===== config.mk =====
export PLATFORM = sky130hd
export DESIGN_NAME = ibus_frame_check_and_compress_flat
export DESIGN_NICKNAME = d
export VERILOG_FILES = /design/src/hdl/ibfc_pkg.sv /design/src/hdl/ibfc_byte_if.sv /design/src/hdl/ibfc_result_if.sv /design/src/hdl/ibfc_cfg_if.sv /design/src/hdl/ibus_frame_check_and_compress.sv /design/src/hdl/ibfc_front.sv /design/src/hdl/ibfc_queue.sv /design/src/hdl/ibfc_back.sv /design/src/flat_wrapper.sv
export SDC_FILE = /design/constraint.sdc
export NUM_CORES = 1
export LEC_CHECK = 0
export BUFFER_PORTS_ARGS = -buffer_cell sky130_fd_sc_hd__buf_2
export CORE_ASPECT_RATIO = 1.4
export CORE_MARGIN = 5
export CORE_UTILIZATION = 60
export DETAILED_ROUTE_END_ITERATION = 6
export HOLD_SLACK_MARGIN = 0.06
export PLACE_DENSITY = 0.79
export SETUP_SLACK_MARGIN = 0.02
export SYNTH_ARGS = -nofsm -noshare
export SYNTH_HDL_FRONTEND = slang
export SYNTH_SLANG_ARGS = --single-unit

===== constraint.sdc =====
create_clock -name clk -period 5.4 [get_ports clk]
set_clock_uncertainty 0.15 [all_clocks]
set_input_delay 0.27 -clock clk [delete_from_list [all_inputs] [get_ports clk]]
set_output_delay 0.27 -clock clk [all_outputs]
set_load 0.05 [all_outputs]

===== src/hdl/ibfc_pkg.sv =====
// shared constants and types for the ibus frame checker and compressor
package ibfc_pkg;

    // frame layout
    localparam int FRAME_BYTES = 32;
    localparam int NUM_WORDS   = 12;
    localparam int LANES       = 4;

    localparam int POS_W      = $clog2(FRAME_BYTES);
    localparam int WORD_IDX_W = $clog2(NUM_WORDS);
    localparam int SUM_W      = $clog2((FRAME_BYTES - 2) * 255 + 1);
    localparam int CHK_W      = (SUM_W > 16) ? SUM_W + 1 : 17;

    localparam logic [POS_W-1:0] LAST_POS       = POS_W'(FRAME_BYTES - 1);
    localparam logic [POS_W-1:0] SUM_STOP_POS   = POS_W'(FRAME_BYTES - 2);
    localparam logic [POS_W-1:0] FIRST_WORD_POS = POS_W'(3);
    localparam logic [POS_W-1:0] LAST_WORD_POS  = POS_W'(25);

    localparam logic [15:0] SUM_TARGET = 16'hffff;

    // channel groups, taken from the upper bits of the word index
    localparam logic [1:0] GROUP_FULL   = 2'd0;
    localparam logic [1:0] GROUP_MID    = 2'd1;
    localparam logic [1:0] GROUP_SWITCH = 2'd2;

    // configuration registers
    localparam int CFG_IDX_W = 4;
    localparam logic [CFG_IDX_W-1:0] REG_CHANNEL_OFFSET   = CFG_IDX_W'(0);
    localparam logic [CFG_IDX_W-1:0] REG_SWITCH_THRESHOLD = CFG_IDX_W'(1);
    localparam logic [15:0] CHANNEL_OFFSET_RESET   = 16'd988;
    localparam logic [15:0] SWITCH_THRESHOLD_RESET = 16'd500;

    // end-of-frame queue
    localparam int QUEUE_DEPTH = 2;
    localparam int QPTR_W      = $clog2(QUEUE_DEPTH);
    localparam int QCNT_W      = $clog2(QUEUE_DEPTH + 1);

    typedef struct packed {
        logic [9:0] chan1;
        logic [9:0] chan2;
        logic [9:0] chan3;
        logic [9:0] chan4;
        logic [3:0] chan5;
        logic [3:0] chan6;
        logic [3:0] chan7;
        logic [3:0] chan8;
        logic [3:0] switch_bits;
    } result_fields_t;

    typedef struct packed {
        logic           frame_ok;
        result_fields_t fields;
    } queue_entry_t;

endpackage


===== src/hdl/ibfc_byte_if.sv =====
// byte input channel
interface ibfc_byte_if;
    logic       valid;
    logic       ready;
    logic [7:0] data_byte;
    logic       frame_start;

    modport source (output valid, output data_byte, output frame_start, input ready);
    modport sink   (input valid, input data_byte, input frame_start, output ready);
endinterface


===== src/hdl/ibfc_result_if.sv =====
// result output channel
interface ibfc_result_if;
    logic       valid;
    logic       ready;
    logic       frame_ok;
    logic [9:0] chan1;
    logic [9:0] chan2;
    logic [9:0] chan3;
    logic [9:0] chan4;
    logic [3:0] chan5;
    logic [3:0] chan6;
    logic [3:0] chan7;
    logic [3:0] chan8;
    logic [3:0] switch_bits;

    modport source (output valid, output frame_ok, output chan1, output chan2, output chan3,
                    output chan4, output chan5, output chan6, output chan7, output chan8,
                    output switch_bits, input ready);
    modport sink   (input valid, input frame_ok, input chan1, input chan2, input chan3,
                    input chan4, input chan5, input chan6, input chan7, input chan8,
                    input switch_bits, output ready);
endinterface


===== src/hdl/ibfc_cfg_if.sv =====
// configuration write channel
interface ibfc_cfg_if;
    logic                             valid;
    logic                             ready;
    logic [ibfc_pkg::CFG_IDX_W-1:0]   reg_index;
    logic [15:0]                      write_data;

    modport source (output valid, output reg_index, output write_data, input ready);
    modport sink   (input valid, input reg_index, input write_data, output ready);
endinterface


===== src/hdl/ibus_frame_check_and_compress.sv =====
// top level of the ibus frame checker and channel compressor
//
//   channel      dir  transfer when         payload
//   byte_in      in   valid && ready        data_byte[7:0], frame_start
//   cfg          in   valid && ready        reg_index[3:0], write_data[15:0]
//   result_out   out  valid && ready        frame_ok, chan1..chan4[9:0],
//                                           chan5..chan8[3:0], switch_bits[3:0]
//
// one byte is taken every cycle while the end-of-frame queue is not full
// a result goes from the last byte of a frame through the queue to the output register
// byte_in.ready drops only while the two-entry end-of-frame queue is full
// reset clears position, sum, latched values and queue; no clearing pass
// cfg is always ready and takes effect for words assembled afterward
module ibus_frame_check_and_compress (
    input  logic          clk,
    input  logic          rst_n,
    ibfc_byte_if.sink     byte_in,
    ibfc_cfg_if.sink      cfg,
    ibfc_result_if.source result_out
);
    import ibfc_pkg::*;

    queue_entry_t push_entry;
    queue_entry_t head;
    logic         push, pop, queue_full, queue_empty;

    // byte classification and compression
    ibfc_front u_front (
        .clk        (clk),
        .rst_n      (rst_n),
        .byte_in    (byte_in),
        .cfg        (cfg),
        .queue_full (queue_full),
        .push       (push),
        .push_entry (push_entry)
    );

    // end-of-frame queue
    ibfc_queue u_queue (
        .clk        (clk),
        .rst_n      (rst_n),
        .push       (push),
        .push_entry (push_entry),
        .pop        (pop),
        .head       (head),
        .full       (queue_full),
        .empty      (queue_empty)
    );

    // latch and result register
    ibfc_back u_back (
        .clk        (clk),
        .rst_n      (rst_n),
        .head       (head),
        .empty      (queue_empty),
        .pop        (pop),
        .result_out (result_out)
    );

endmodule


===== src/hdl/ibfc_front.sv =====
// front end: byte position, checksum, word assembly and per-channel compression
module ibfc_front (
    input  logic                   clk,
    input  logic                   rst_n,
    ibfc_byte_if.sink              byte_in,
    ibfc_cfg_if.sink               cfg,
    input  logic                   queue_full,
    output logic                   push,
    output ibfc_pkg::queue_entry_t push_entry
);
    import ibfc_pkg::*;

    logic [15:0]           channel_offset_reg;
    logic [15:0]           switch_threshold_reg;
    logic [POS_W-1:0]      byte_count_reg, byte_count_next;
    logic [SUM_W-1:0]      running_sum_reg, running_sum_next;
    logic [7:0]            low_byte_hold_reg, low_byte_hold_next;
    logic [9:0]            chan_full_reg [LANES];
    logic [3:0]            chan_mid_reg  [LANES];
    logic [LANES-1:0]      switch_reg;

    logic                  accept;
    logic [POS_W-1:0]      pos_raw, pos, pos_off;
    logic [SUM_W-1:0]      sum_base;
    logic [15:0]           word;
    logic [CHK_W-1:0]      check_sum;
    logic                  is_last, sum_ok, is_low, is_word;
    logic [16:0]           diff;
    logic                  switch_bit;
    logic [WORD_IDX_W-1:0] word_idx;

    assign cfg.ready     = 1'b1;
    assign byte_in.ready = !queue_full;
    assign accept        = byte_in.valid && byte_in.ready;

    // classify the byte by its position in the frame
    always_comb
    begin
        pos_raw   = byte_in.frame_start ? '0 : byte_count_reg;
        pos       = (pos_raw > LAST_POS) ? '0 : pos_raw;
        pos_off   = pos - FIRST_WORD_POS;
        word_idx  = WORD_IDX_W'(pos_off >> 1);
        sum_base  = (pos == '0) ? '0 : running_sum_reg;
        word      = {byte_in.data_byte, low_byte_hold_reg};
        check_sum = CHK_W'(sum_base) + CHK_W'(word);
        is_last   = (pos == LAST_POS);
        sum_ok    = (check_sum == CHK_W'(SUM_TARGET));
        is_low    = !pos[0] || (pos == SUM_STOP_POS);
        is_word   = !is_low && (pos >= FIRST_WORD_POS) && (pos <= LAST_WORD_POS);
        // 17-bit difference of word - offset: a borrow sets diff[16] and reads as a huge unsigned value
        diff       = {1'b0, word} - {1'b0, channel_offset_reg};
        switch_bit = diff[16] || (diff[15:0] > switch_threshold_reg);
    end

    // next values of the position, sum and low byte
    always_comb
    begin
        byte_count_next    = byte_count_reg;
        running_sum_next   = running_sum_reg;
        low_byte_hold_next = low_byte_hold_reg;
        if (accept)
        begin
            if (is_last)
            begin
                byte_count_next = '0;
            end
            else
            begin
                byte_count_next  = pos + POS_W'(1);
                running_sum_next = (pos < SUM_STOP_POS) ?
                                   sum_base + SUM_W'(byte_in.data_byte) : sum_base;
                if (is_low)
                begin
                    low_byte_hold_next = byte_in.data_byte;
                end
            end
        end
    end

    // control state
    always_ff @(posedge clk or negedge rst_n)
    begin
        if (!rst_n)
        begin
            byte_count_reg    <= '0;
            running_sum_reg   <= '0;
            low_byte_hold_reg <= '0;
        end
        else
        begin
            byte_count_reg    <= byte_count_next;
            running_sum_reg   <= running_sum_next;
            low_byte_hold_reg <= low_byte_hold_next;
        end
    end

    // configuration registers
    always_ff @(posedge clk or negedge rst_n)
    begin
        if (!rst_n)
        begin
            channel_offset_reg   <= CHANNEL_OFFSET_RESET;
            switch_threshold_reg <= SWITCH_THRESHOLD_RESET;
        end
        else if (cfg.valid && cfg.ready)
        begin
            if (cfg.reg_index == REG_CHANNEL_OFFSET)
            begin
                channel_offset_reg <= cfg.write_data;
            end
            else if (cfg.reg_index == REG_SWITCH_THRESHOLD)
            begin
                switch_threshold_reg <= cfg.write_data;
            end
        end
    end

    // compressed channel capture as each word completes
    always_ff @(posedge clk)
    begin
        if (accept && !is_last && is_word)
        begin
            unique case (word_idx[WORD_IDX_W-1:2])
                GROUP_FULL:   chan_full_reg[word_idx[1:0]] <= diff[9:0];
                GROUP_MID:    chan_mid_reg[word_idx[1:0]]  <= diff[9:6];
                GROUP_SWITCH: switch_reg[word_idx[1:0]]    <= switch_bit;
                default:      ;
            endcase
        end
    end

    // end-of-frame entry into the queue
    assign push                          = accept && is_last;
    assign push_entry.frame_ok           = sum_ok;
    assign push_entry.fields.chan1       = chan_full_reg[0];
    assign push_entry.fields.chan2       = chan_full_reg[1];
    assign push_entry.fields.chan3       = chan_full_reg[2];
    assign push_entry.fields.chan4       = chan_full_reg[3];
    assign push_entry.fields.chan5       = chan_mid_reg[0];
    assign push_entry.fields.chan6       = chan_mid_reg[1];
    assign push_entry.fields.chan7       = chan_mid_reg[2];
    assign push_entry.fields.chan8       = chan_mid_reg[3];
    assign push_entry.fields.switch_bits = switch_reg;

endmodule


===== src/hdl/ibfc_queue.sv =====
// short queue of end-of-frame entries between front and back
module ibfc_queue (
    input  logic                   clk,
    input  logic                   rst_n,
    input  logic                   push,
    input  ibfc_pkg::queue_entry_t push_entry,
    input  logic                   pop,
    output ibfc_pkg::queue_entry_t head,
    output logic                   full,
    output logic                   empty
);
    import ibfc_pkg::*;

    queue_entry_t        entry_reg [QUEUE_DEPTH];
    logic [QPTR_W-1:0]   wr_ptr_reg, wr_ptr_next;
    logic [QPTR_W-1:0]   rd_ptr_reg, rd_ptr_next;
    logic [QCNT_W-1:0]   count_reg, count_next;
    logic                do_push, do_pop;

    assign full    = (count_reg == QCNT_W'(QUEUE_DEPTH));
    assign empty   = (count_reg == '0);
    assign do_push = push && !full;
    assign do_pop  = pop && !empty;
    assign head    = entry_reg[rd_ptr_reg];

    // pointer and count update
    always_comb
    begin
        wr_ptr_next = wr_ptr_reg;
        rd_ptr_next = rd_ptr_reg;
        count_next  = count_reg;
        if (do_push)
        begin
            wr_ptr_next = (wr_ptr_reg == QPTR_W'(QUEUE_DEPTH - 1)) ? '0 : wr_ptr_reg + QPTR_W'(1);
        end
        if (do_pop)
        begin
            rd_ptr_next = (rd_ptr_reg == QPTR_W'(QUEUE_DEPTH - 1)) ? '0 : rd_ptr_reg + QPTR_W'(1);
        end
        if (do_push && !do_pop)
        begin
            count_next = count_reg + QCNT_W'(1);
        end
        else if (do_pop && !do_push)
        begin
            count_next = count_reg - QCNT_W'(1);
        end
    end

    always_ff @(posedge clk or negedge rst_n)
    begin
        if (!rst_n)
        begin
            wr_ptr_reg <= '0;
            rd_ptr_reg <= '0;
            count_reg  <= '0;
        end
        else
        begin
            wr_ptr_reg <= wr_ptr_next;
            rd_ptr_reg <= rd_ptr_next;
            count_reg  <= count_next;
        end
    end

    // entry storage
    always_ff @(posedge clk)
    begin
        if (do_push)
        begin
            entry_reg[wr_ptr_reg] <= push_entry;
        end
    end

    // the front must hold off at the last byte while the queue is full
    a_no_push_when_full: assert property (@(posedge clk) disable iff (!rst_n)
        push |-> !full)
        else $error("end-of-frame entry pushed into a full queue");

    // a lone pop takes exactly one entry
    a_pop_count: assert property (@(posedge clk) disable iff (!rst_n)
        (do_pop && !do_push) |=> count_reg == $past(count_reg) - QCNT_W'(1))
        else $error("queue count did not drop on pop");

endmodule


===== src/hdl/ibfc_back.sv =====
// back end: latch on good frames and drive the registered result
module ibfc_back (
    input  logic                   clk,
    input  logic                   rst_n,
    input  ibfc_pkg::queue_entry_t head,
    input  logic                   empty,
    output logic                   pop,
    ibfc_result_if.source          result_out
);
    import ibfc_pkg::*;

    result_fields_t latched_reg;
    result_fields_t out_fields_reg;
    logic           out_ok_reg;
    logic           out_valid_reg;

    assign pop = !empty && (!out_valid_reg || result_out.ready);

    // latched values and output valid
    always_ff @(posedge clk or negedge rst_n)
    begin
        if (!rst_n)
        begin
            latched_reg   <= '0;
            out_valid_reg <= 1'b0;
        end
        else
        begin
            if (pop)
            begin
                out_valid_reg <= 1'b1;
                if (head.frame_ok)
                begin
                    latched_reg <= head.fields;
                end
            end
            else if (result_out.ready)
            begin
                out_valid_reg <= 1'b0;
            end
        end
    end

    // output payload: new values on a good frame, previous ones otherwise
    always_ff @(posedge clk)
    begin
        if (pop)
        begin
            out_ok_reg     <= head.frame_ok;
            out_fields_reg <= head.frame_ok ? head.fields : latched_reg;
        end
    end

    assign result_out.valid       = out_valid_reg;
    assign result_out.frame_ok    = out_ok_reg;
    assign result_out.chan1       = out_fields_reg.chan1;
    assign result_out.chan2       = out_fields_reg.chan2;
    assign result_out.chan3       = out_fields_reg.chan3;
    assign result_out.chan4       = out_fields_reg.chan4;
    assign result_out.chan5       = out_fields_reg.chan5;
    assign result_out.chan6       = out_fields_reg.chan6;
    assign result_out.chan7       = out_fields_reg.chan7;
    assign result_out.chan8       = out_fields_reg.chan8;
    assign result_out.switch_bits = out_fields_reg.switch_bits;

    // a good frame lands in the latch
    a_latch_on_good: assert property (@(posedge clk) disable iff (!rst_n)
        (pop && head.frame_ok) |=> latched_reg == $past(head.fields))
        else $error("good frame not latched");

    // a bad frame shows the values still held in the latch
    a_bad_repeats: assert property (@(posedge clk) disable iff (!rst_n)
        (out_valid_reg && !out_ok_reg) |-> out_fields_reg == latched_reg)
        else $error("bad frame result differs from latched values");

endmodule

===== src/flat_wrapper.sv =====
// flat-port wrapper written by rule: the top's interface ports become plain ports
module ibus_frame_check_and_compress_flat import ibfc_pkg::*;
  (clk, rst_n, byte_in_valid, byte_in_data_byte, byte_in_frame_start, byte_in_ready, cfg_valid, cfg_reg_index, cfg_write_data, cfg_ready, result_out_valid, result_out_frame_ok, result_out_chan1, result_out_chan2, result_out_chan3, result_out_chan4, result_out_chan5, result_out_chan6, result_out_chan7, result_out_chan8, result_out_switch_bits, result_out_ready);
  ibfc_byte_if byte_in_i ();
  ibfc_cfg_if cfg_i ();
  ibfc_result_if result_out_i ();
  input  logic clk;
  input  logic rst_n;
  input wire logic [$bits(byte_in_i.valid)-1:0] byte_in_valid;
  input wire logic [$bits(byte_in_i.data_byte)-1:0] byte_in_data_byte;
  input wire logic [$bits(byte_in_i.frame_start)-1:0] byte_in_frame_start;
  output wire logic [$bits(byte_in_i.ready)-1:0] byte_in_ready;
  input wire logic [$bits(cfg_i.valid)-1:0] cfg_valid;
  input wire logic [$bits(cfg_i.reg_index)-1:0] cfg_reg_index;
  input wire logic [$bits(cfg_i.write_data)-1:0] cfg_write_data;
  output wire logic [$bits(cfg_i.ready)-1:0] cfg_ready;
  output wire logic [$bits(result_out_i.valid)-1:0] result_out_valid;
  output wire logic [$bits(result_out_i.frame_ok)-1:0] result_out_frame_ok;
  output wire logic [$bits(result_out_i.chan1)-1:0] result_out_chan1;
  output wire logic [$bits(result_out_i.chan2)-1:0] result_out_chan2;
  output wire logic [$bits(result_out_i.chan3)-1:0] result_out_chan3;
  output wire logic [$bits(result_out_i.chan4)-1:0] result_out_chan4;
  output wire logic [$bits(result_out_i.chan5)-1:0] result_out_chan5;
  output wire logic [$bits(result_out_i.chan6)-1:0] result_out_chan6;
  output wire logic [$bits(result_out_i.chan7)-1:0] result_out_chan7;
  output wire logic [$bits(result_out_i.chan8)-1:0] result_out_chan8;
  output wire logic [$bits(result_out_i.switch_bits)-1:0] result_out_switch_bits;
  input wire logic [$bits(result_out_i.ready)-1:0] result_out_ready;
  assign byte_in_i.valid = byte_in_valid;
  assign byte_in_i.data_byte = byte_in_data_byte;
  assign byte_in_i.frame_start = byte_in_frame_start;
  assign byte_in_ready = byte_in_i.ready;
  assign cfg_i.valid = cfg_valid;
  assign cfg_i.reg_index = cfg_reg_index;
  assign cfg_i.write_data = cfg_write_data;
  assign cfg_ready = cfg_i.ready;
  assign result_out_valid = result_out_i.valid;
  assign result_out_frame_ok = result_out_i.frame_ok;
  assign result_out_chan1 = result_out_i.chan1;
  assign result_out_chan2 = result_out_i.chan2;
  assign result_out_chan3 = result_out_i.chan3;
  assign result_out_chan4 = result_out_i.chan4;
  assign result_out_chan5 = result_out_i.chan5;
  assign result_out_chan6 = result_out_i.chan6;
  assign result_out_chan7 = result_out_i.chan7;
  assign result_out_chan8 = result_out_i.chan8;
  assign result_out_switch_bits = result_out_i.switch_bits;
  assign result_out_i.ready = result_out_ready;
  ibus_frame_check_and_compress u_core (.clk(clk), .rst_n(rst_n), .byte_in(byte_in_i), .cfg(cfg_i), .result_out(result_out_i));
endmodule

==> results of run 1 <==
-- per-stage QoR --
step           setup slack, ns  instance area [µm²]  cells  power [mW]  hold slack, ns
2_1_floorplan           0.4842                16400   1268       5.012         -0.1756
3_3_place_gp            0.7038                17280   1687       5.582          0.2716
3_5_place_dp            0.5064                17280   1687       5.660          0.2790
4_1_cts                 0.4232                18610   1775       8.005          0.1041
5_1_grt                0.09094                18620   1775       8.404          0.1264
6_report                0.4900                18620   1775       7.986          0.1255
-- where the power goes --
| part | total [mW] | switching [mW] | internal, mW | leakage, nW |
|---|---|---|---|---|
| sequential | 3.67 | 0.264 | 3.40 | 3.80 |
| combinational | 2.00 | 1.17 | 0.829 | 2.90 |
| clock | 2.32 | 1.01 | 1.31 | 0.522 |
| total | 7.99 | 2.45 | 5.54 | 7.22 |
-- cell families after synthesis --
family,count (synthesis)
simple gates,301
buf+inv,113
xor+xnor,39
flops,366
other cells,1
compound gates,243
fa+ha+maj,52
mux,153
-- Yosys cell counts (4+ instances only) --
cell type	n
edfxtp_1	243
nand2_1	137
dfrtp_1	110
o21ai_0	104
mux2_2	88
mux2i_1	65
clkbuf_1	57
nor2_1	57
inv_1	50
ha_1	46
a21oi_1	38
xnor2_1	28
and3_1	17
a31oi_1	14
dfstp_2	13
nor3_1	13
a21o_1	12
nand2b_1	11
nand4_1	11
xor2_1	11
o21a_1	10
nor2b_1	9
nand3_1	8
or3_1	8
o211ai_1	7
o22ai_1	6
a211o_1	5
or2_2	5
a2111oi_0	4
a211oi_1	4
a21boi_0	4
and2_1	4
nor4_1	4
nor4b_1	4
o21bai_1	4
o31ai_1	4
o41ai_1	4
-- worst max-delay path: stages --
cell and delay, ns:
dlygate4sd3_1 0.56, buf_2 0.19, nand2b_1 0.21, ha_1 0.27, or4b_4 0.33, and3_1 0.24, ha_1 0.24, ha_1 0.29
a21oi_1 0.07, maj3_1 0.36, o21bai_1 0.18, nand3_1 0.17, a2111oi_0 0.43, a21oi_1 0.22, o31ai_1 0.25, mux2_2 0.37
a2111oi_2 0.39
-- metal layers --
metal | GRT usage, % | part of all wire (%) | vias up
met1 | 28.16 | 40 | 5072
met2 | 40.63 | 53 | 301
met4 | 6.508 | 2.3 | 0
met5 | 0 | 0 | -
met3 | 2.974 | 4.5 | 56
li1 | - | - | 4894
-- area by class of cell --
type,count,area (µm²),area share (%)
Tap cell,365,456.7,2.452
Clock inverter,15,151.4,0.8130
Clock buffer,47,919.6,4.938
Inverter,51,193.9,1.041
Sequential cell,366,10400,55.82
Multi-Input combinational cell,789,5600,30.07
Timing Repair Buffer,142,905.9,4.864
-- path summary, 6_finish.rpt --
check	start	endpoint	slack, ns	depth (start not counted)
min reg2reg	u_core.u_front.chan_mid_reg[2][1]$_DFFE_PP_	u_core.u_queue.entry_reg[0][9]$_DFFE_PP_	0.29	0
max	byte_in_frame_start	u_core.u_queue.entry_reg[1][60]$_DFFE_PP_	0.49	17
min	cfg_reg_index[0]	u_core.u_front.channel_offset_reg[4]$_DFFE_PN1P_	0.13	5
min in group asynchronous	rst_n	u_core.u_front.running_sum_reg[12]$_DFFE_PN0P_	0.27	2
max in group asynchronous	rst_n	u_core.u_back.latched_reg[57]$_DFFE_PN0P_	3.52	3
max reg2reg	u_core.u_front.low_byte_hold_reg[0]$_DFFE_PN0P_	u_core.u_front.switch_reg[2]$_DFFE_PP_	0.51	19
-- timing repair --
| item | 4_1_cts | 5_1_grt |
|---|---|---|
| endpoints found under the setup margin | 0 | 2 |
| resized for setup | 0 | 1 |
| setup buffers | 0 | 0 |
| hold buffers | 26 | 0 |
| hold endpoints to repair | 108 | 0 |
==> run metrics, run 1 <==
Worst Setup Start Kind=primary input; most frequent cells in the layout=edfxtp_1 (243), nand2_1 (137), dfrtp_1 (109); num ports=98; DIE WIDTH=149.7 µm; share of cells above drive strength 1=20.28%; die area=0.03079 mm²; CP Max Fanout=15; Synth area leader=edfxtp_1; status=finished, final reports clean; Die Ht=205.6 µm; slew of the pin with the lowest slew margin=1.114 ns; Nets=1465; average wire per standard cell=18.98 µm; RSZ-0062 raised after global routing=no; port bufs=96; GR Overflow Total=0; vias per cell=5.816; max reg flops=122; total CTS buffers=34; CP Capture Type=register; most common cell after layout, fill and taps aside=edfxtp_1; Sink Count=366; max cap viols=0; antenna-violating nets left=0; RePlAce Congestion=0.9268; later-pin clock latency in the skew report=0.52 ns; # DRC=0; first-pass GRT wire length=54.45 mm; Post-Syn Area per Cell=12.93 µm²; Mapped Nets=1349; synth unique cells=70; HPWL Detailed=21.88 mm; Async SR Flop Fraction=33.61%; top_reg_cell synth=edfxtp_1; antenna cell count=0; Post-Synth XOR/XNOR Area=2.083%; fin crit share=90.93%; Post-Route Utilization=69.19%; CTS clock-pin slew for the worst setup and hold paths=0.06 ns; main combinational cell family by area after synthesis=multiplexers; kind of critical path=in -> reg; H-tree levels=2; row count=71; Max clock buf depth=3; clock tree from TritonCTS=done; EDFF count, synth=243; Power Density=428.8 mW/mm²; global-route usage over all layers=22.42%; top achievable clock speed=203.7 MHz; #FFs+latches synth=366; DRT Wirelength=33.70 mm; Synth Area in Compound Gates=9.178%; initial core utilization=60.93%; first-pass iteration count of the detailed router=6; drt initial violations=578; Hold Crit Class=in -> reg; mux cell area share after synthesis=10.01%; largest cells by area after synthesis=edfxtp_1 (44%), dfrtp_1 (17%), mux2_2 (6.0%); Pleak=7.225 nW; Area growth, synth to finish=13.55%; fillers=1894; via count=10323; post-synth top area share=44.49%; Crit path required time=5.54 ns; clock root buffer=clkbuf_16; Worst VDD drop=0.0003285 V; Syn Inst Count=1268; final setup vio count=0; yosys warns=0; Synth Area in Adders=3.952%; Final Hold Fails=0; Post-Syn Area=0.01640 mm²; setup TNS=0 ns; initial antenna violation count=0; Slew Viols, Final=0; Synth Area in Simple Gates=8.682%; Core Region=0.02692 mm²; CP arrival=5.05 ns; register area share after synthesis=63.36%; largest net degree at the start of global routing=122; Slew HR=25.76%; Tmin final=4.910 ns; vias in the first global route=10379
(Power assumes the default switching activity.)
==> run 2, diff against run 1 <==
- CTS_BUF_LIST: not set -> sky130_fd_sc_hd__clkbuf_4
- PLACE_DENSITY: 0.79 -> 0.91
==> run metrics, run 2 (synthesis results as in run 1) <==
initial core utilization=60.93% (unchanged); clock tree from TritonCTS=done; Die Ht=205.6 µm (unchanged); DIE WIDTH=149.7 µm (unchanged); Power Density=425.8 mW/mm² (-0.71%); Max clock buf depth=3 (unchanged); share of cells above drive strength 1=24.64% (+4.4 points); Pleak=7.491 nW (+3.7%); CP most frequent cell=a21oi_1; CP arrival=5.16 ns (+0.11 ns); multi-input logic area=0.005593 mm² (-0.13%); Sw Ratio=31.43% (+0.78 points); RePlAce Congestion=0.9035 (-2.5%); buffer and inverter count on the worst path=2 (unchanged); clock share of power=29.2% (+0.2 points); port bufs=96 (unchanged); Slew Viols, Final=0 (unchanged); vias per cell=5.790 (-0.44%); Hold Crit Class=in -> reg; Slew HR=29.05% (+3.3 points); Area growth, synth to finish=16.01%; kind of critical path=reg -> reg; first-pass iteration count of the detailed router=6 (unchanged); H-tree levels=3 (+1); Sink Count=366 (unchanged); worst path cell trace=inv_1, ha_1, inv_1, fa_1, a21o_1, a21oi_1, o21ai_0, a21oi_1, o21bai_1, a211o_1, a2111oi_1, or2_2, o311ai_0, ha_1, a21o_1, a21oi_1, o21ai_0, a21oi_1, o211ai_1; total CTS buffers=83 (+140%); share of total power in sequential cells=45.3% (-0.6 points); via count=10978 (+6.3%); fillers=1738 (-8.2%); # DRC=0 (unchanged); Post-Route Utilization=70.68% (+1.5 points); HPWL Detailed=21.99 mm (+0.46%); register area=0.01040 mm² (unchanged); average wire per standard cell=18.75 µm (-1.2%); top achievable clock speed=201.9 MHz (-0.88%); fin crit share=91.73% (+0.80 points); antenna-violating nets left=0 (unchanged); max cap viols=0 (unchanged); status=finished, final reports clean; CP Capture Type=register; Critical-path top delay cell=a2111oi_1; num ports=98 (unchanged); setup TNS=0 ns (unchanged); CTS clock-pin slew for the worst setup and hold paths=0.07 ns (about the same); row count=71 (unchanged); later-pin clock latency in the skew report=0.76 ns (+0.24 ns); Nets=1542 (+5.3%); Worst VDD drop=0.0002446 V (-26%); final setup vio count=0 (unchanged); Internal=5.554 mW (+0.29%); die area=0.03079 mm² (unchanged); drt initial violations=612 (+5.9%); global-route usage over all layers=23.65% (+1.2 points); Core Region=0.02692 mm² (unchanged); Worst path max stage delay=0.53 ns (-0.03 ns); clock root buffer=clkbuf_4; combinational share of power=25.5% (+0.4 points); crit-path leading delay family=compound AO/OA/AOI/OAI gates; Worst Setup Start Kind=register; first-pass GRT wire length=57.10 mm (+4.9%); RSZ-0062 raised after global routing=no; DRT Wirelength=35.55 mm (+5.5%); initial antenna violation count=1 (+1); Final Hold Fails=0 (unchanged); vias in the first global route=11189 (+7.8%); CP Max Fanout=4 (-11); most frequent cells in the layout=edfxtp_1 (243), nand2_1 (137), clkbuf_4 (131); max reg flops=122 (unchanged); Net Sw Power=2.546 mW (+4.0%); most common cell after layout, fill and taps aside=edfxtp_1; GR Overflow Total=0 (unchanged); Tmin final=4.953 ns (+0.04346 ns); Crit path required time=5.61 ns (+0.07 ns); largest net degree at the start of global routing=82 (-33%); slew of the pin with the lowest slew margin=1.064 ns (-0.04943 ns); Post-CTS Setup Inserts=0 (unchanged)
[run 2: cell count changes in the layout (fill, tap and decap cells not counted), moves of 2 or more]
cell / previous run / this run
clkbuf_4: 0 / 131
dlygate4sd3_1: 26 / 54
clkinv_1: 2 / 14
clkinv_2: 5 / 2
inv_6: 4 / 1
clkbuf_1: 11 / 0
clkbuf_16: 34 / 0
clkbuf_8: 2 / 0
bufinv_16: 2 / 4
[run 2: path summary, 6_finish.rpt]
path,from,end,slack (ns),depth (start not counted)
worst max-delay path,u_core.u_front.low_byte_hold_reg[0]$_DFFE_PN0P_,u_core.u_front.switch_reg[3]$_DFFE_PP_,0.45,19
worst min-delay path,cfg_write_data[14],u_core.u_front.channel_offset_reg[14]$_DFFE_PN0P_,0.14,4
max in group asynchronous,rst_n,u_core.u_back.latched_reg[59]$_DFFE_PN0P_,3.36,4
worst min register to register,u_core.u_front.chan_full_reg[3][2]$_DFFE_PP_,u_core.u_queue.entry_reg[1][22]$_DFFE_PP_,0.29,0
min in group asynchronous,rst_n,u_core.u_front.running_sum_reg[7]$_DFFE_PN0P_,0.49,3
worst max register to register,u_core.u_front.low_byte_hold_reg[0]$_DFFE_PN0P_,u_core.u_front.switch_reg[3]$_DFFE_PP_,0.45,19
[run 2: tightest hold or removal path, stage by stage]
cell,delay [ns]
dlygate4sd3_1,0.51
buf_2,0.11
nand2_1,0.04
o21ai_0,0.06
[run 2: cell type report]
type	count	share of cell area [%]
well taps	365	2.400
clock inverters	23	1.065
clock buffers	131	5.169
inverters	51	1.019
flip-flops and latches	366	54.64
multi-input cells	789	29.40
repair buffers	170	6.300
diodes	1	0.01315
[run 2: routing by layer]
layer	vias up	track usage (%)	routed length, µm	part of all wire (%)
li1	5106	-	-	-
met1	5356	28.11	13710	39
met5	-	0	0	0
met4	0	12.16	1568	4.4
met3	120	4.605	2024	5.7
met2	396	40.89	18250	51
[run 2: metrics by stage]
step / total power, mW / worst slack, ns / instance area, µm² / instances / hold slack (ns)
final: 8.100 / 0.4465 / 19030 / 1896 / 0.1380
after global routing: 8.533 / 0.07088 / 19030 / 1896 / 0.1469
after CTS: 8.054 / 0.3827 / 19020 / 1895 / 0.1130
after detailed placement: 5.622 / 0.5053 / 17280 / 1686 / 0.2748
after global placement: 5.522 / 0.5715 / 17280 / 1686 / 0.2568
after floorplan: 5.012 / 0.4842 / 16400 / 1268 / -0.1756
[run 2: power by group through the flow]
stage	combinational, mW	sequential, mW	clock (mW)
global route	2.26	3.70	2.57
detailed placement	1.91	3.71	0
floorplan	1.45	3.56	0
CTS	1.99	3.65	2.41
finish	2.06	3.67	2.37
global placement	1.84	3.68	0
[run 2: what timing repair did]
action                                 4_1_cts  5_1_grt
hold buffers                                55        0
gates resized for setup                      0        1
endpoints found under the hold margin      122        0
setup endpoints to repair                    0        4
